$ cat config.mk
export PLATFORM = sky130hd
export DESIGN_NAME = wbez_front_flat
export DESIGN_NICKNAME = d
export VERILOG_FILES = /design/src/rtl/wbez_pkg.sv /design/src/rtl/wbez_if.sv /design/src/rtl/wbez_front.sv /design/src/flat_wrapper.sv
export SDC_FILE = /design/constraint.sdc
export NUM_CORES = 1
export LEC_CHECK = 0
export ABC_CLOCK_PERIOD_IN_PS = 4600
export BUFFER_PORTS_ARGS = -buffer_cell sky130_fd_sc_hd__clkbuf_2
export CAP_MARGIN = 20
export CORE_MARGIN = 5
export CORE_UTILIZATION = 50
export CTS_BUF_LIST = sky130_fd_sc_hd__clkbuf_16
export DETAILED_ROUTE_END_ITERATION = 16
export GPL_ROUTABILITY_DRIVEN = 0
export PLACE_DENSITY = 0.81
export SLEW_MARGIN = 10
export SYNTH_ARGS = -nofsm -noshare
export SYNTH_HDL_FRONTEND = slang
export SYNTH_SLANG_ARGS = --single-unit
$ cat constraint.sdc
create_clock -name clock -period 4.6 [get_ports clock]
set_input_delay 0.46 -clock clock [delete_from_list [all_inputs] [get_ports clock]]
set_output_delay 0.46 -clock clock [all_outputs]
set_load 0.005 [all_outputs]
$ cat src/rtl/wbez_pkg.sv
`default_nettype none
// ----------------------------------------------------------------------------
// wbez_pkg
// Shared types and constants of the waypoint bezier evaluator.
// ----------------------------------------------------------------------------
package wbez_pkg;

   localparam int WBEZ_MAX_WAYPOINTS = 256;
   localparam int WBEZ_COORD_BITS    = 8;
   localparam int WBEZ_QUEUE_DEPTH   = 4;

   // t is Q0.16 and may reach 1.0, so one integer bit on top
   localparam int T_FRAC = 16;
   localparam int T_W    = T_FRAC + 1;

   // configuration register indexes
   localparam logic [2:0] CSR_SECTION_COUNT = 3'd0;
   localparam logic [2:0] CSR_CURVE_MODE    = 3'd1;
   localparam logic [2:0] CSR_START_X       = 3'd2;
   localparam logic [2:0] CSR_START_Y       = 3'd3;
   localparam logic [2:0] CSR_PATH_LENGTH   = 3'd4;

   // action codes
   localparam logic ACT_LOAD  = 1'b0;
   localparam logic ACT_QUERY = 1'b1;

   typedef struct packed {
      logic [7:0] section_count;
      logic [7:0] start_x;
      logic [7:0] start_y;
   } wbez_cfg_type;

   typedef struct packed {
      logic       load;
      logic       err;
      logic [3:0] use_start;
      logic [7:0] section;
   } wbez_ctl_type;

endpackage
`default_nettype wire

$ cat src/rtl/wbez_if.sv
`default_nettype none
// ----------------------------------------------------------------------------
// wbez_if
// Channel interfaces: request, response and register write.
// ----------------------------------------------------------------------------
interface wbez_req_if;
   logic       valid;
   logic       ready;
   logic       action;
   logic [7:0] point_index;
   logic [7:0] coord_x;
   logic [7:0] coord_y;
   logic [7:0] section;
   modport source (output valid, action, point_index, coord_x, coord_y, section,
                   input ready);
   modport sink   (input valid, action, point_index, coord_x, coord_y, section,
                   output ready);
endinterface


interface wbez_csr_if;
   logic       valid;
   logic       ready;
   logic [2:0] index;
   logic [8:0] data;
   modport source (output valid, index, data, input ready);
   modport sink   (input valid, index, data, output ready);
endinterface
`default_nettype wire

$ cat src/rtl/wbez_front.sv
`default_nettype none
// ----------------------------------------------------------------------------
// wbez_front
// Register file, request acceptance and control point classification.
// ----------------------------------------------------------------------------
module wbez_front import wbez_pkg::*; #(
   parameter int MAX_WAYPOINTS = WBEZ_MAX_WAYPOINTS,
   parameter int COORD_BITS    = WBEZ_COORD_BITS
) (
   input  logic                                    clock,
   input  logic                                    reset,
   wbez_req_if.sink                                req_chan,
   wbez_csr_if.sink                                csr_chan,
   input  logic                                    q_full,
   output logic                                    push,
   output wbez_ctl_type                            ctl,
   output logic [3:0][$clog2(MAX_WAYPOINTS)-1:0]   addr,
   output logic [2*COORD_BITS-1:0]                 wdata,
   output wbez_cfg_type                            cfg
);

   localparam int AW = $clog2(MAX_WAYPOINTS);
   localparam int CW = ($clog2(MAX_WAYPOINTS + 1) > 9) ? $clog2(MAX_WAYPOINTS + 1) : 9;
   localparam logic [CW-1:0] LIMIT = CW'(MAX_WAYPOINTS);

   logic [7:0] section_count_ff;
   logic       curve_mode_ff;
   logic [7:0] start_x_ff;
   logic [7:0] start_y_ff;
   logic [8:0] path_length_ff;

   logic [CW-1:0]      len;
   logic [CW-1:0]      idx;
   logic [3:0][CW-1:0] sel;
   logic [3:0]         use_start;
   logic               err;
   logic [COORD_BITS-1:0] cx;
   logic [COORD_BITS-1:0] cy;

   always_ff @(posedge clock) begin
      if (reset) begin
         section_count_ff <= 8'd10;
         curve_mode_ff    <= 1'b1;
         start_x_ff       <= 8'd0;
         start_y_ff       <= 8'd0;
         path_length_ff   <= 9'd0;
      end else if (csr_chan.valid) begin
         case (csr_chan.index)
            CSR_SECTION_COUNT: section_count_ff <= csr_chan.data[7:0];
            CSR_CURVE_MODE:    curve_mode_ff    <= csr_chan.data[0];
            CSR_START_X:       start_x_ff       <= csr_chan.data[7:0];
            CSR_START_Y:       start_y_ff       <= csr_chan.data[7:0];
            CSR_PATH_LENGTH:   path_length_ff   <= csr_chan.data;
            default: ;
         endcase
      end
   end

   assign csr_chan.ready = 1'b1;
   assign req_chan.ready = !q_full;

   assign cfg.section_count = section_count_ff;
   assign cfg.start_x       = start_x_ff;
   assign cfg.start_y       = start_y_ff;

   // effective path length is capped at the store depth
   assign len = (CW'(path_length_ff) > LIMIT) ? LIMIT : CW'(path_length_ff);
   assign idx = CW'(req_chan.point_index);

   always_comb begin
      use_start = 4'b0000;
      sel       = '0;
      if (!curve_mode_ff) begin
         if (idx == '0) begin
            use_start = 4'b0011;
            sel[2] = CW'(0);
            sel[3] = CW'(1);
         end else if (idx == CW'(1)) begin
            use_start = 4'b0001;
            sel[1] = CW'(0);
            sel[2] = CW'(1);
            sel[3] = CW'(2);
         end else if (idx + CW'(1) == len) begin
            sel[0] = idx - CW'(2);
            sel[1] = idx - CW'(1);
            sel[2] = idx;
            sel[3] = idx;
         end else begin
            sel[0] = idx - CW'(2);
            sel[1] = idx - CW'(1);
            sel[2] = idx;
            sel[3] = idx + CW'(1);
         end
      end else begin
         if (idx == '0) begin
            use_start = 4'b0001;
            sel[1] = CW'(0);
            sel[2] = CW'(0);
            sel[3] = CW'(1);
         end else if (idx + CW'(1) == len) begin
            sel[0] = idx - CW'(1);
            sel[1] = idx;
            sel[2] = idx;
            sel[3] = idx;
         end else begin
            sel[0] = idx - CW'(1);
            sel[1] = idx;
            sel[2] = idx;
            sel[3] = idx + CW'(1);
         end
      end
   end

   always_comb begin
      err = (section_count_ff == 8'd0) || (req_chan.section > section_count_ff)
            || (idx >= len);
      for (int k = 0; k < 4; k++) begin
         if (!use_start[k] && (sel[k] >= len)) err = 1'b1;
      end
   end

   assign cx = COORD_BITS'({{COORD_BITS{1'b0}}, req_chan.coord_x});
   assign cy = COORD_BITS'({{COORD_BITS{1'b0}}, req_chan.coord_y});

   always_comb begin
      ctl.load      = (req_chan.action == ACT_LOAD);
      ctl.err       = err;
      ctl.use_start = use_start;
      ctl.section   = req_chan.section;
      for (int k = 0; k < 4; k++) addr[k] = sel[k][AW-1:0];
      // a load writes through the first address lane
      if (req_chan.action == ACT_LOAD) addr[0] = idx[AW-1:0];
      wdata = {cx, cy};
   end

   // loads beyond the store are taken and dropped
   assign push = req_chan.valid && !q_full
                 && ((req_chan.action == ACT_QUERY) || (idx < LIMIT));

endmodule
`default_nettype wire

$ cat src/flat_wrapper.sv
// flat-port wrapper written by rule: the top's interface ports become plain ports
module wbez_front_flat import wbez_pkg::*;
#(
   parameter int MAX_WAYPOINTS = WBEZ_MAX_WAYPOINTS,
   parameter int COORD_BITS    = WBEZ_COORD_BITS
)
  (clock, reset, q_full, push, ctl, addr, wdata, cfg, req_chan_valid, req_chan_action, req_chan_point_index, req_chan_coord_x, req_chan_coord_y, req_chan_section, req_chan_ready, csr_chan_valid, csr_chan_index, csr_chan_data, csr_chan_ready);
  wbez_req_if req_chan_i ();
  wbez_csr_if csr_chan_i ();
  input  logic clock;
  input  logic reset;
  input  logic q_full;
  output logic push;
  output wbez_ctl_type ctl;
  output logic [3:0][$clog2(MAX_WAYPOINTS)-1:0] addr;
  output logic [2*COORD_BITS-1:0] wdata;
  output wbez_cfg_type cfg;
  input wire logic [$bits(req_chan_i.valid)-1:0] req_chan_valid;
  input wire logic [$bits(req_chan_i.action)-1:0] req_chan_action;
  input wire logic [$bits(req_chan_i.point_index)-1:0] req_chan_point_index;
  input wire logic [$bits(req_chan_i.coord_x)-1:0] req_chan_coord_x;
  input wire logic [$bits(req_chan_i.coord_y)-1:0] req_chan_coord_y;
  input wire logic [$bits(req_chan_i.section)-1:0] req_chan_section;
  output wire logic [$bits(req_chan_i.ready)-1:0] req_chan_ready;
  input wire logic [$bits(csr_chan_i.valid)-1:0] csr_chan_valid;
  input wire logic [$bits(csr_chan_i.index)-1:0] csr_chan_index;
  input wire logic [$bits(csr_chan_i.data)-1:0] csr_chan_data;
  output wire logic [$bits(csr_chan_i.ready)-1:0] csr_chan_ready;
  assign req_chan_i.valid = req_chan_valid;
  assign req_chan_i.action = req_chan_action;
  assign req_chan_i.point_index = req_chan_point_index;
  assign req_chan_i.coord_x = req_chan_coord_x;
  assign req_chan_i.coord_y = req_chan_coord_y;
  assign req_chan_i.section = req_chan_section;
  assign req_chan_ready = req_chan_i.ready;
  assign csr_chan_i.valid = csr_chan_valid;
  assign csr_chan_i.index = csr_chan_index;
  assign csr_chan_i.data = csr_chan_data;
  assign csr_chan_ready = csr_chan_i.ready;
  wbez_front #(.MAX_WAYPOINTS(MAX_WAYPOINTS), .COORD_BITS(COORD_BITS)) u_core (.clock(clock), .reset(reset), .req_chan(req_chan_i), .csr_chan(csr_chan_i), .q_full(q_full), .push(push), .ctl(ctl), .addr(addr), .wdata(wdata), .cfg(cfg));
endmodule
==> metrics <==
Synth async-reset ratio=0%; cell class contributing the biggest share of worst-path delay=compound AO/OA/AOI/OAI gates; NetSw=0.263 mW; I/O pin cnt=139; Final Critical Period=4.40 ns; antenna fix cells=0; Yosys reg bits=34; antenna viol nets, final=0; Internal=0.602 mW; fin. max-slew vios=0; Clock Tree Root=clkbuf_16; yosys warns=0; status=complete, no violations; Clk pwr share=35.8%; worst hold path type=in -> reg; final hold violations=0; Placed Area=0.00412 sq mm; Core Rows=31; starting density of the core=51.3%; crit share post-route=95.7%; Unique masters post-synth=63; Port Buf Inserts=103; Slew Limit Headroom=45.2%; DR vias=3755; Syn Inst Count=488; Worst-Skew Late Latency=0.28 ns; Place WS=0.165 ns; routed length on met1=4280 microns; Die Height=96.3 microns; Max-Cap Viols=0; clock sinks=34; final core utilization=58.8%; Area Overhead vs Synth=14.7%; Req. time, crit path=4.14 ns; vias in the first global route=3545; setup TNS=0 ns; gr ovfl total=0; first-pass GRT wire length=16500 microns; predominant post-synthesis flop cell=dfxtp_1; Critical Path Source Type=input pin; layout cells sized above 1=25.1%; Critical Path Sink Type=primary output; number of vias per cell=5.72; Syn Std Cell Area=0.00372 sq mm; setup ws final=0.198 ns; register area share after synthesis=18.3%; initial antenna violation count=0; Slew @ Worst Pin=0.819 ns; Max IR drop VDD=0.000305 V; crit path kind=in -> out; post-route insts no fill=657; crit-path cells=clkbuf_2 > ha_1 > and2_4 > or3_1 > a211o_1 > a2111oi_4 > mux2i_1 > and2_1 > ha_1 > nand2b_1 > a21o_1 > a21oi_1 > o21ai_0 > a31oi_1 > o2111ai_1 > clkbuf_2; combinational fraction of design power=28.6%; 1st-iter DRT viols=175; Max stage delay cell, worst path=a2111oi_4; Die X-Extent=96.3 microns; Total Routing Usage GR=22.4%; RSZ-0062 raised after global routing=no; pwr dens=203 mW/mm^2; CP max stage delay=0.45 ns; TritonCTS Buffers=5; Top Layer Used=met4; CTS H-tree lvls=2; DP Cell Count=648; Clock Path Buffers=2; CTS tree=yes; syn_area_per_cell=7.62 sq um; CP Max Fanout=8; Post-synth EDFFs=0; met2 wire length=5010 microns; fmax=227 MHz; largest net degree at the start of global routing=35; Die ar.=0.00927 sq mm; clock-pin transition on the worst setup and hold timing paths=0.05 ns; # hold bufs at CTS=0; post-route cell area=0.00427 sq mm; switching share of total power=30.4%; Worst Skew=0 ns; DR DRC count=0; Setup-failing EPs final=0; Leakage=1.92 nW; Crit path buffers/inverters=2; WL/cell=16.0 microns; core area=0.00725 sq mm; met3 WL=831 microns; Final HPWL DP=8290 microns; Seq pwr share=35.5%; DRT Pass-1 Iters=5; Critical Path AT=3.94 ns; final WL=10500 microns; Final nets=665
## per-layer routing
| metal | up-vias | GRT usage, % |
|---|---|---|
| li1 | 1852 | - |
| met1 | 1699 | 26.7 |
| met3 | 34 | 4.30 |
| met4 | 0 | 11.0 |
| met2 | 170 | 38.2 |
| met5 | - | 0 |
## registers in the layout (all words and copies together), names as in the netlist
| register | cells |
|---|---|
| u_core.start_y_ff | 8 |
| u_core.start_x_ff | 8 |
| u_core.path_length_ff | 9 |
| u_core.section_count_ff | 8 |
| u_core.curve_mode_ff | 1 |
## what timing repair did
action	4_1_cts	5_1_grt
buffers inserted	0	1
resized for setup	0	1
setup endpoints to repair	0	1
## synthesized netlist by cell type, types with 3 or more instances
master	count	area (sq um)
a21o_1	6	45.0
and2_1	6	37.5
buf_4	29	218
mux2_2	4	45.0
nor3_1	5	25.0
nor2b_1	8	50.1
o211ai_1	4	30.0
clkbuf_1	23	86.3
a211o_1	5	43.8
xor2_1	6	52.6
o21ai_0	19	95.1
mux2i_1	9	90.1
o22ai_1	4	25.0
nand3_1	9	45.0
nand2_1	69	259
xnor2_1	4	35.0
dfxtp_1	34	681
a41oi_1	3	26.3
a211oi_1	3	22.5
a31oi_1	7	43.8
a21boi_0	3	22.5
a21oi_1	54	270
ha_1	58	726
and3_1	5	31.3
a311oi_1	4	35.0
inv_1	18	67.6
nor3b_1	3	22.5
nand4_1	3	18.8
nor4_1	4	25.0
nand2b_1	7	43.8
nor2_1	30	113
## layout by cell type, fill, tap and decap left out, types with 5 or more instances in the layout
cell	Yosys	layout
clkbuf_16	0	5
nor2b_1	8	8
nand3_1	9	9
ha_1	58	58
a31oi_1	7	7
dfxtp_1	34	33
nand2_1	69	69
mux2i_1	9	9
nand2b_1	7	7
a211o_1	5	5
a21o_1	6	6
o21ai_0	19	19
clkbuf_2	0	103
and3_1	5	5
xor2_1	6	6
nor3_1	5	5
and2_1	6	6
buf_4	29	13
nor2_1	30	30
a21oi_1	54	54
inv_1	18	19
## path summary, 6_finish.rpt
| kind | start | endpoint | slack, ns | cells past startpoint |
|---|---|---|---|---|
| worst max register to register | u_core.curve_mode_ff$_SDFFE_PP1P_ | u_core.curve_mode_ff$_SDFFE_PP1P_ | 3.39 | 3 |
| worst min register to register | u_core.path_length_ff[0]$_SDFFE_PP0P_ | u_core.path_length_ff[0]$_SDFFE_PP0P_ | 0.45 | 2 |
| worst min-delay path | csr_chan_data[8] | u_core.path_length_ff[8]$_SDFFE_PP0P_ | 0.41 | 3 |
| worst max-delay path | req_chan_point_index[1] | ctl[12] | 0.20 | 16 |
## final cells by class
cell class / count / area [sq um]
fill: 688 / 2990
multi-input combinational: 381 / 2640
sequential: 34 / 682
timing repair buffer: 116 / 613
clock buffer: 5 / 125
tap: 99 / 124
inverter: 19 / 71.3
clock inverter: 3 / 12.5
## cell families (layout without fill, tap and decap cells)
group                      after synthesis  count (layout)  synth area share, %
and+or+nand+nor                        162             162                 21.0
AOI/OAI and AO/OA                      132             132                 22.9
buffers and inverters                   74             143                 10.9
adders and majority gates               58              58                 19.5
DFF                                     34              34                 18.3
muxes                                   15              15                 4.24
xor gates and xnor gates                11              11                 2.99
other                                    2               3                0.202
## metrics by stage
step	power, mW	hold slack (ns)
CTS	0.873	0.407
global placement	0.549	0.444
finish	0.865	0.409
floorplan	0.484	0.431
global route	0.918	0.426
detailed placement	0.558	0.447
## worst register-to-register path, delay by kind of cell, from the launching register on
kind	cells	cell delay, ns
buf+inv	1	0.31
compound gates	1	0.27
flops	1	0.44
simple gates	1	0.09
## power groups by stage
stage                     sequential, mW  clock, mW  combinational (mW)
after CTS                          0.307      0.319               0.246
after global routing               0.308      0.334               0.276
after global placement             0.313          0               0.235
final                              0.308      0.310               0.248
after detailed placement           0.313          0               0.245
after floorplan                    0.312          0               0.172
(Power assumes the default switching activity.)
