==> src/rtl/wbez_pkg.sv <==
`default_nettype none
// ----------------------------------------------------------------------------
// wbez_pkg
// Shared types and constants of the waypoint bezier evaluator.
// ----------------------------------------------------------------------------
package wbez_pkg;

   localparam int WBEZ_MAX_WAYPOINTS = 256;
   localparam int WBEZ_COORD_BITS    = 8;
   localparam int WBEZ_QUEUE_DEPTH   = 4;

   // t is Q0.16 and may reach 1.0, so one integer bit on top
   localparam int T_FRAC = 16;
   localparam int T_W    = T_FRAC + 1;

   // configuration register indexes
   localparam logic [2:0] CSR_SECTION_COUNT = 3'd0;
   localparam logic [2:0] CSR_CURVE_MODE    = 3'd1;
   localparam logic [2:0] CSR_START_X       = 3'd2;
   localparam logic [2:0] CSR_START_Y       = 3'd3;
   localparam logic [2:0] CSR_PATH_LENGTH   = 3'd4;

   // action codes
   localparam logic ACT_LOAD  = 1'b0;
   localparam logic ACT_QUERY = 1'b1;

   typedef struct packed {
      logic [7:0] section_count;
      logic [7:0] start_x;
      logic [7:0] start_y;
   } wbez_cfg_type;

   typedef struct packed {
      logic       load;
      logic       err;
      logic [3:0] use_start;
      logic [7:0] section;
   } wbez_ctl_type;

endpackage
`default_nettype wire

==> src/rtl/wbez_queue.sv <==
`default_nettype none
// ----------------------------------------------------------------------------
// wbez_queue
// Short first-in first-out queue between the front and back parts.
// ----------------------------------------------------------------------------
module wbez_queue import wbez_pkg::*; #(
   parameter int WIDTH = 8,
   parameter int DEPTH = WBEZ_QUEUE_DEPTH
) (
   input  logic             clock,
   input  logic             reset,
   input  logic             push,
   input  logic [WIDTH-1:0] push_data,
   input  logic             pop,
   output logic [WIDTH-1:0] head_data,
   output logic             empty,
   output logic             full
);

   localparam int QAW = $clog2(DEPTH);

   logic [WIDTH-1:0] data_ff [DEPTH];
   logic [QAW-1:0]   wr_ptr_ff, wr_ptr_in;
   logic [QAW-1:0]   rd_ptr_ff, rd_ptr_in;
   logic [QAW:0]     count_ff, count_in;
   logic             do_push;
   logic             do_pop;

   assign empty   = (count_ff == '0);
   assign full    = (count_ff == (QAW+1)'(DEPTH));
   assign do_push = push && !full;
   assign do_pop  = pop && !empty;

   always_comb begin
      wr_ptr_in = do_push ? wr_ptr_ff + QAW'(1) : wr_ptr_ff;
      rd_ptr_in = do_pop  ? rd_ptr_ff + QAW'(1) : rd_ptr_ff;
      count_in  = count_ff + (QAW+1)'(do_push) - (QAW+1)'(do_pop);
   end

   always_ff @(posedge clock) begin
      if (reset) begin
         wr_ptr_ff <= '0;
         rd_ptr_ff <= '0;
         count_ff  <= '0;
      end else begin
         wr_ptr_ff <= wr_ptr_in;
         rd_ptr_ff <= rd_ptr_in;
         count_ff  <= count_in;
      end
   end

   always_ff @(posedge clock) begin
      if (do_push) data_ff[wr_ptr_ff] <= push_data;
   end

   assign head_data = data_ff[rd_ptr_ff];

endmodule
`default_nettype wire

==> config.mk <==
export PLATFORM = sky130hd
export DESIGN_NAME = wbez_queue
export DESIGN_NICKNAME = d
export VERILOG_FILES = /design/src/rtl/wbez_pkg.sv /design/src/rtl/wbez_queue.sv
export SDC_FILE = /design/constraint.sdc
export NUM_CORES = 1
export LEC_CHECK = 0
export ABC_AREA = 1
export ABC_CLOCK_PERIOD_IN_PS = 1800
export BUFFER_PORTS_ARGS = -buffer_cell sky130_fd_sc_hd__buf_4
export CORE_UTILIZATION = 48
export DETAILED_ROUTE_END_ITERATION = 10
export PLACE_DENSITY = 0.71
export SLEW_MARGIN = 30
export SYNTH_ARGS = -nofsm -noshare
export SYNTH_HDL_FRONTEND = slang
export SYNTH_SLANG_ARGS = --single-unit
==> constraint.sdc <==
create_clock -name clock -period 1.8 [get_ports clock]
set_input_delay 0.09 -clock clock [delete_from_list [all_inputs] [get_ports clock]]
set_output_delay 0.09 -clock clock [all_outputs]
set_load 0.05 [all_outputs]
==> impl_metrics.py, run 1 <==
metrics = {
    "setup_path": {
        "crit_fanout": 2,
        "critPathKind": "flop to flop",
        "worstSetupStartpoint": "count_ff[0]$_SDFF_PP0_",
        "timing.rr.start": "count_ff[0]$_SDFF_PP0_",
        "crit_slowest_cell": "fa_2",
        "arrival_ps": 2130,
        "startpoint_type": "flop",
        "critical-path-top-delay-family": "adder cells",
        "cp_num_buf_inv": 3,
        "worstPathRequired_ps": 2100,
        "worstPathCellList": "nor2_4, nand2_2, clkinvlp_4, nor2_2, ha_1, inv_1, ha_2, fa_2, inv_2, nor2_1",
        "cpPeakStageDelay_ps": 540,
        "end_kind": "flop",
    },
    "floorplan": {
        "initial_core_util_pct": 50.32,
        "die_h_um": 61.15,
        "core_um2": 3337,
        "ios": 22,
        "rows": 21,
        "die_area_um2": 3739,
        "die_w_um": 61.15,
    },
    "clocking": {
        "cts_tree": "built",
        "clockBufferDepth": 2,
        "clock-sinks": 41,
        "cts_buffers": 5,
        "h-tree-depth": 2,
        "clockRootBuffer": "clkbuf_4",
        "cts.clk_slew.worst_paths_ps": 120,
        "clkLatencyLatePin_ps": 350,
    },
    "sta": {
        "finalSetupViolations": 1,
        "slew_headroom_pct": 76.54,
        "rsz0062_at_grt": "true",
        "hold_viol_final": 0,
        "worst_slack_ps": -37.84,
        "min_period_ps": 1838,
        "fin_crit_sh_pct": 102.1,
        "maxSlewViolCount": 0,
        "skew_ps": 16.46,
        "tns_ps": -37.84,
        "fmax_ghz": 0.5441,
        "tightest_slew_ps": 351.4,
        "hold_ws_ps": 34.71,
    },
    "yosys": {
        "yosys-top-cells-area": "edfxtp_1 57%, dfxtp_1 11%, nor2_1 6.3%, ha_1 4.5%, inv_1 4.2%",
        "netlist.area_leader.share_pct": 57.23,
        "netlist_instances": 145,
        "yosysTopAreaCell": "edfxtp_1",
        "synth_cell_type_count": 16,
        "synth_nets": 164,
        "synth_edf_count": 32,
        "async_reset_ff_share_pct": 0,
        "netlist_area_um2": 1679,
        "synth-main-ff-cell": "edfxtp_1",
        "yosys_warnings": 0,
        "ys_ff_latch": 41,
        "synthTopCellsByCount": "32 x edfxtp_1, 28 x nor2_1, 19 x inv_1",
        "synth_area_per_cell_um2": 11.58,
        "synth.most_common_cell": "edfxtp_1",
        "yosysSeqAreaShare_pct": 67.96,
    },
    "finish": {
        "layout-drive-gt1-share_pct": 30.37,
        "fillers": 277,
        "final_nets": 209,
        "postLayoutCoreUtil_pct": 64.75,
        "diodes": 0,
        "fin_area_um2": 2161,
        "syn_to_final_growth_pct": 28.69,
        "finalNonFillerCells": 237,
    },
    "routing": {
        "vias_per_cell": 4.882,
        "num_vias": 1157,
        "wl_um": 3090,
        "dr.pass1.iters": 6,
        "post-route-drc-count": 0,
        "ant_nets": 0,
        "wire_per_inst_um": 13.04,
        "first_iter_violations": 43,
    },
    "placed_design": {
        "gp_congestion": 0.7250,
        "portBuffers": 21,
        "post-dp-hpwl_um": 2025,
        "placed_cells": 218,
        "dpl-instance-area_um2": 1947,
        "place_ws_ps": 31.17,
    },
    "grt": {
        "overflow": 0,
        "first_global_vias": 1099,
        "grt_start_max_net_pins": 17,
        "grt_first_pass_wirelength_um": 4581,
        "grt_util_all_layers_pct": 17.96,
        "antenna_found_initial": 0,
    },
    "run": {
        "maxCapViolations": 0,
    },
    "min_path": {
        "min-delay-path-class": "input port to flop",
        "hold_start": "push",
    },
    "power": {
        "power.density_nw_per_um2": 1505,
        "p_total_mw": 3.253,
        "p_leak_nw": 0.8658,
        "ir_worst_vdd_mv": 1.004,
    },
    "outcome": {
        "violations": "negative setup slack",
        "outcome": "finished with violations",
    },
}
==> layout make-up <==
class | count | area [µm²] | area share, %
multi-input combinational | 82 | 466.7 | 21.60
sequential | 41 | 1149 | 53.16
tap | 46 | 57.56 | 2.664
timing repair buffer | 40 | 325.3 | 15.06
inverter | 20 | 78.83 | 3.648
clock inverter | 3 | 46.29 | 2.142
clock buffer | 5 | 37.54 | 1.737
==> per-layer routing <==
layer  share of wire [%]  vias to the layer above  GRT usage (%)
met4                 1.7                        0          11.04
met1                  41                      552          19.34
met5                   0                        -              0
met2                  55                       18          32.14
met3                 2.9                        5          3.782
li1                    -                      582              -
==> path summary, 6_finish.rpt <==
kind                                     to  slack, ps  cells past startpoint
setup reg to reg     count_ff[1]$_SDFF_PP0_        -40                     10
setup / recovery     count_ff[1]$_SDFF_PP0_        -40                     10
hold reg to reg   rd_ptr_ff[0]$_SDFFE_PP0P_        510                      2
hold / removal    wr_ptr_ff[1]$_SDFFE_PP0P_         30                      3
==> report_power, final <==
part | internal (mW) | switching [mW]
clock | 0.294 | 0.306
combinational | 0.482 | 0.895
sequential | 1.18 | 0.0980
==> worst register-to-register path, cell delays in order, from the launching register on <==
cell and delay, ps:
dfxtp_2 360, nor2_4 120, nand2_2 80, clkinvlp_4 80, nor2_2 30, ha_1 260
inv_1 40, ha_2 170, fa_2 540, inv_2 40, nor2_1 70
==> cells by family after synthesis <==
logic type               after synthesis  synth area share (%)
flip-flops                            41                 67.96
adder cells (fa/ha/maj)                7                 5.663
AO/OA/AOI/OAI                         29                 9.687
buffers and inverters                 22                 5.812
AND/OR/NAND/NOR                       46                 10.88
==> layout by cell type (no fill, tap or decap), types with 2 or more instances in the layout <==
| master | n |
|---|---|
| nand3_1 | 3 |
| buf_4 | 30 |
| clkinvlp_4 | 2 |
| a21oi_1 | 4 |
| dfxtp_2 | 3 |
| inv_2 | 4 |
| ha_1 | 5 |
| nor2_1 | 26 |
| dfxtp_1 | 5 |
| nand2_1 | 11 |
| dlygate4sd3_1 | 10 |
| nor2_2 | 3 |
| edfxtp_1 | 32 |
| inv_1 | 15 |
| o21ai_1 | 2 |
| clkbuf_4 | 5 |
| o21ai_2 | 2 |
| o21ai_0 | 12 |
| o22ai_1 | 8 |
==> what timing repair did <==
| item | in CTS | in global routing |
|---|---|---|
| hold buffers | 10 | 0 |
| buffers inserted | 0 | 1 |
| endpoints found under the hold margin | 35 | 0 |
| resized for setup | 0 | 9 |
| endpoints found under the setup margin | 0 | 8 |
==> state kept, by name (all words and copies together) (netlist names), named ones only <==
name	flops
data_ff	32
count_ff	3
wr_ptr_ff	2
rd_ptr_ff	2
Power figures use the tool's default switching activity.
==> inputs of run 2 (changes only) <==
--- a/constraint.sdc
+++ b/constraint.sdc
@@ -3,2 +3,2 @@
 set_output_delay 0.09 -clock clock [all_outputs]
-set_load 0.05 [all_outputs]
+set_load 0.005 [all_outputs]
==> impl_metrics.py, run 2 (synthesized netlist as in run 1, its figures left out) <==
metrics = {
    "outcome": {
        "outcome": "finished with violations",
        "violations": "negative setup slack",
    },
    "placed_design": {
        "gp_congestion": 0.7323,
        "post-dp-hpwl_um": 2097,
        "placed_cells": 218,
        "dpl-instance-area_um2": 1932,
        "portBuffers": 21,
    },
    "routing": {
        "wl_um": 3135,
        "vias_per_cell": 4.929,
        "wl_met1_um": 1235,
        "top_layer": "met4",
        "post-route-drc-count": 0,
        "dr.pass1.iters": 4,
        "ant_nets": 0,
        "first_iter_violations": 49,
        "wl_met2_um": 1758,
        "dr_wl_met3_um": 119,
        "wire_per_inst_um": 13.01,
        "num_vias": 1188,
    },
    "sta": {
        "hold_ws_ps": 32.05,
        "min_period_ps": 1814,
        "fin_crit_sh_pct": 100.8,
        "tightest_slew_ps": 295.2,
        "slew_headroom_pct": 80.29,
        "maxSlewViolCount": 0,
        "hold_viol_final": 0,
        "fmax_ghz": 0.5513,
        "rsz0062_at_grt": "true",
        "finalSetupViolations": 1,
        "skew_ps": 7.068,
        "worst_slack_ps": -13.87,
        "tns_ps": -13.87,
    },
    "setup_path": {
        "reg2reg_to": "count_ff[1]$_SDFF_PP0_",
        "timing.rr.start": "count_ff[1]$_SDFF_PP0_",
        "r2r_cells": 10,
        "endpoint": "count_ff[1]$_SDFF_PP0_",
        "startpoint_type": "flop",
        "end_kind": "flop",
        "worstSetupStartpoint": "count_ff[1]$_SDFF_PP0_",
        "worstPathRequired_ps": 2080,
        "crit_fanout": 2,
        "arrival_ps": 2100,
        "critPathKind": "flop to flop",
        "ff2ff_setup_slack_ps": -10,
    },
    "clocking": {
        "cts.clk_slew.worst_paths_ps": 120,
        "clkLatencyLatePin_ps": 340,
        "clockBufferDepth": 2,
        "cts_tree": "built",
        "h-tree-depth": 2,
        "clock-sinks": 41,
        "cts_buffers": 5,
        "clockRootBuffer": "clkbuf_4",
    },
    "finish": {
        "final_nets": 213,
        "final_common_cell": "buf_4",
        "diodes": 0,
        "postLayoutCoreUtil_pct": 65.77,
        "largest_reg_flops": 32,
        "finalNonFillerCells": 241,
        "layout-drive-gt1-share_pct": 30.77,
        "fin_area_um2": 2195,
        "regMostFlops": "data_ff",
        "layout_common_cells": "35 x buf_4, 32 x edfxtp_1, 25 x nor2_1",
        "top_regs": "data_ff (32), count_ff (3)",
        "syn_to_final_growth_pct": 30.70,
    },
    "power": {
        "p_leak_nw": 0.8996,
        "ir_worst_vdd_mv": 0.9173,
        "power.density_nw_per_um2": 1371,
    },
    "grt": {
        "antenna_found_initial": 0,
        "overflow": 0,
        "grt_start_max_net_pins": 17,
        "first_global_vias": 1139,
        "grt_util_all_layers_pct": 17.96,
        "grt_first_pass_wirelength_um": 4664,
    },
    "floorplan": {
        "die_area_um2": 3739,
        "die_h_um": 61.15,
        "ios": 22,
        "core_um2": 3337,
        "rows": 21,
        "die_w_um": 61.15,
        "initial_core_util_pct": 50.32,
    },
    "run": {
        "maxCapViolations": 0,
    },
    "min_path": {
        "min-delay-path-class": "input port to flop",
        "hold_path_depth": 3,
    },
}
==> run 2: cell types whose count changed in the layout (fill, tap and decap cells not counted), moves of 2 or more <==
cell,delta
dfxtp_1,+2
buf_4,+5
clkinvlp_4,-2
clkbuf_16,+2
inv_1,+2
==> run 2: timing repair <==
item                                    4_1_cts  5_1_grt
buffers inserted                              6        0
hold endpoints to repair                     34        0
hold buffers                                  9        0
endpoints found under the setup margin        2        3
pin swaps                                     3        2
resized for setup                             4        9
==> run 2: stage by stage <==
stage	worst slack (ps)	total power, mW
3_3_place_gp	70.86	2.075
2_1_floorplan	25.49	1.748
4_1_cts	-17.35	2.924
3_5_place_dp	-49.03	2.129
5_1_grt	-89.60	3.205
6_report	-13.87	3.009
==> run 2: worst min path at each step <==
stage                     slack [ps]                        end  startpoint
after floorplan                  160     count_ff[0]$_SDFF_PP0_       reset
after global placement           260     count_ff[1]$_SDFF_PP0_       reset
after detailed placement         270     count_ff[0]$_SDFF_PP0_       reset
after CTS                          8  rd_ptr_ff[0]$_SDFFE_PP0P_         pop
after global routing              40  rd_ptr_ff[0]$_SDFFE_PP0P_         pop
final                             30  rd_ptr_ff[0]$_SDFFE_PP0P_         pop
==> run 2: final cells by class <==
type	instances	area, µm²
inverters	20	75.07
well taps	46	57.56
flip-flops and latches	41	1144
multi-input cells	82	469.2
clock buffers	7	87.58
clock inverters	1	8.758
fillers	266	1142
repair buffers	44	352.8
==> run 2: metal layers <==
metal	GRT usage (%)	vias up
met5	0	-
met3	4.412	4
met2	34.32	27
met4	8.766	0
met1	17.98	566
li1	-	591
==> run 2: report_power, final <==
part / switching [mW] / total (mW) / leakage [nW] / internal [mW]
Clock: 0.296 / 0.622 / 0.0522 / 0.326
Sequential: 0.0891 / 1.26 / 0.368 / 1.17
Combinational: 0.558 / 1.13 / 0.480 / 0.569
Total: 0.943 / 3.01 / 0.900 / 2.07
==> run 2: worst max-delay path: stages, from the launching register on <==
cell,delay [ps]
dfxtp_2,360
nor2_4,120
nand2_2,80
inv_2,60
nor2_2,30
ha_1,260
inv_1,40
ha_2,160
fa_2,530
inv_2,40
nor2_2,70
==> inputs of run 3 (changes only) <==
- SKIP_CTS_REPAIR_TIMING: unset -> 1
==> impl_metrics.py, run 3 (synthesized netlist as in run 1, its figures left out) <==
metrics = {
    "outcome": {
        "outcome": "finished with violations",
        "violations": "negative setup slack",
    },
    "min_path": {
        "hold_start": "pop",
        "min-delay-path-class": "input port to flop",
    },
    "setup_path": {
        "crit_slowest_cell": "fa_2",
        "crit_top_cell": "inv_2",
        "worstPathRequired_ps": 2080,
        "critical-path-top-delay-family": "adder cells",
        "crit_fanout": 3,
        "cpPeakStageDelay_ps": 530,
        "arrival_ps": 2120,
        "critPathKind": "flop to flop",
        "end_kind": "flop",
        "cp_num_buf_inv": 3,
        "worstPathCellList": "nor2_4, nand2_2, inv_2, nor2_1, ha_1, inv_1, ha_2, fa_2, inv_2, nor2_2",
        "startpoint_type": "flop",
        "worstSetupStartpoint": "count_ff[1]$_SDFF_PP0_",
        "timing.rr.start": "count_ff[1]$_SDFF_PP0_",
    },
    "sta": {
        "finalSetupViolations": 1,
        "fin_crit_sh_pct": 102.3,
        "skew_ps": 7.995,
        "tightest_slew_ps": 298.5,
        "slew_headroom_pct": 80.07,
        "min_period_ps": 1841,
        "worst_slack_ps": -40.61,
        "hold_viol_final": 0,
        "maxSlewViolCount": 0,
        "fmax_ghz": 0.5433,
        "rsz0062_at_grt": "true",
    },
    "clocking": {
        "clockBufferDepth": 2,
        "clock-sinks": 41,
        "cts_buffers": 5,
        "clockRootBuffer": "clkbuf_4",
        "clkLatencyLatePin_ps": 340,
        "cts_tree": "built",
        "cts.clk_slew.worst_paths_ps": 120,
        "h-tree-depth": 2,
    },
    "routing": {
        "wl_met2_um": 1653,
        "wl_met1_um": 1202,
        "top_layer": "met4",
        "num_vias": 1172,
        "vias_per_cell": 4.966,
        "dr.pass1.iters": 4,
        "wire_per_inst_um": 12.82,
        "first_iter_violations": 46,
        "wl_um": 3025,
        "ant_nets": 0,
        "dr_wl_met3_um": 109,
        "post-route-drc-count": 0,
    },
    "power": {
        "p_leak_nw": 0.8752,
        "p_total_mw": 2.870,
        "ir_worst_vdd_mv": 0.8500,
        "power.density_nw_per_um2": 1330,
    },
    "finish": {
        "regMostFlops": "data_ff",
        "top_regs": "data_ff (32), count_ff (3)",
        "final_common_cell": "edfxtp_1",
        "largest_reg_flops": 32,
        "postLayoutCoreUtil_pct": 64.64,
        "syn_to_final_growth_pct": 28.47,
        "diodes": 0,
        "finalNonFillerCells": 236,
        "final_nets": 208,
        "layout_common_cells": "32 x edfxtp_1, 30 x buf_4, 26 x nor2_1",
        "layout-drive-gt1-share_pct": 28.42,
    },
    "floorplan": {
        "die_w_um": 61.15,
        "die_area_um2": 3739,
        "core_um2": 3337,
        "ios": 22,
        "rows": 21,
        "die_h_um": 61.15,
        "initial_core_util_pct": 50.32,
    },
    "placed_design": {
        "place_ws_ps": -49.03,
        "placed_cells": 218,
        "portBuffers": 21,
        "gp_congestion": 0.7323,
        "post-dp-hpwl_um": 2097,
    },
    "grt": {
        "overflow": 0,
        "grt_start_max_net_pins": 17,
        "grt_first_pass_wirelength_um": 4374,
        "first_global_vias": 1062,
        "antenna_found_initial": 0,
        "grt_util_all_layers_pct": 16.93,
    },
    "run": {
        "maxCapViolations": 0,
    },
}
==> run 3: changes by cell type in the layout (fill, tap and decap cells not counted) <==
cell / delta
nor2_1: +1
buf_4: -5
dfxtp_4: +1
nor2_2: -1
dfxtp_2: -1
==> run 3: final cells by class <==
cell class | count | area (µm²)
repair buffers | 39 | 315.3
fillers | 269 | 1180
flip-flops and latches | 41 | 1146
inverters | 20 | 75.07
well taps | 46 | 57.56
clock inverters | 1 | 8.758
multi-input cells | 82 | 466.7
clock buffers | 7 | 87.58
==> run 3: worst register-to-register path, delay by kind of cell (launching register included) <==
family,cells,cell delay [ps]
buffers and inverters,3,140
DFF,1,380
adders and majority gates,3,950
and+or+nand+nor,4,330
==> run 3: path summary, 6_finish.rpt <==
| path | cells after the start | to | slack, ps |
|---|---|---|---|
| min | 3 | rd_ptr_ff[0]$_SDFFE_PP0P_ | 30 |
| max reg2reg | 10 | count_ff[1]$_SDFF_PP0_ | -40 |
| max | 10 | count_ff[1]$_SDFF_PP0_ | -40 |
| min reg2reg | 2 | rd_ptr_ff[0]$_SDFFE_PP0P_ | 520 |
==> run 3: per-stage QoR <==
step	hold slack, ps	instance area [µm²]	setup TNS [ps]
final	26.67	2157	-40.61
after floorplan	161.2	1679	0
after global routing	38.09	2157	-148.3
after CTS	-109.4	2028	-153.2
after detailed placement	274.1	1932	-95.49
after global placement	264.7	1932	0
==> run 3: routing by layer <==
metal	vias up	track usage, %
met3	8	5.042
met4	0	8.766
met1	556	16.32
met5	-	0
li1	580	-
met2	28	32.14
==> run 3: power by group <==
group / leakage (nW) / switching (mW) / internal [mW]
Sequential: 0.368 / 0.0904 / 1.17
Clock: 0.0522 / 0.293 / 0.326
Combinational: 0.455 / 0.516 / 0.469
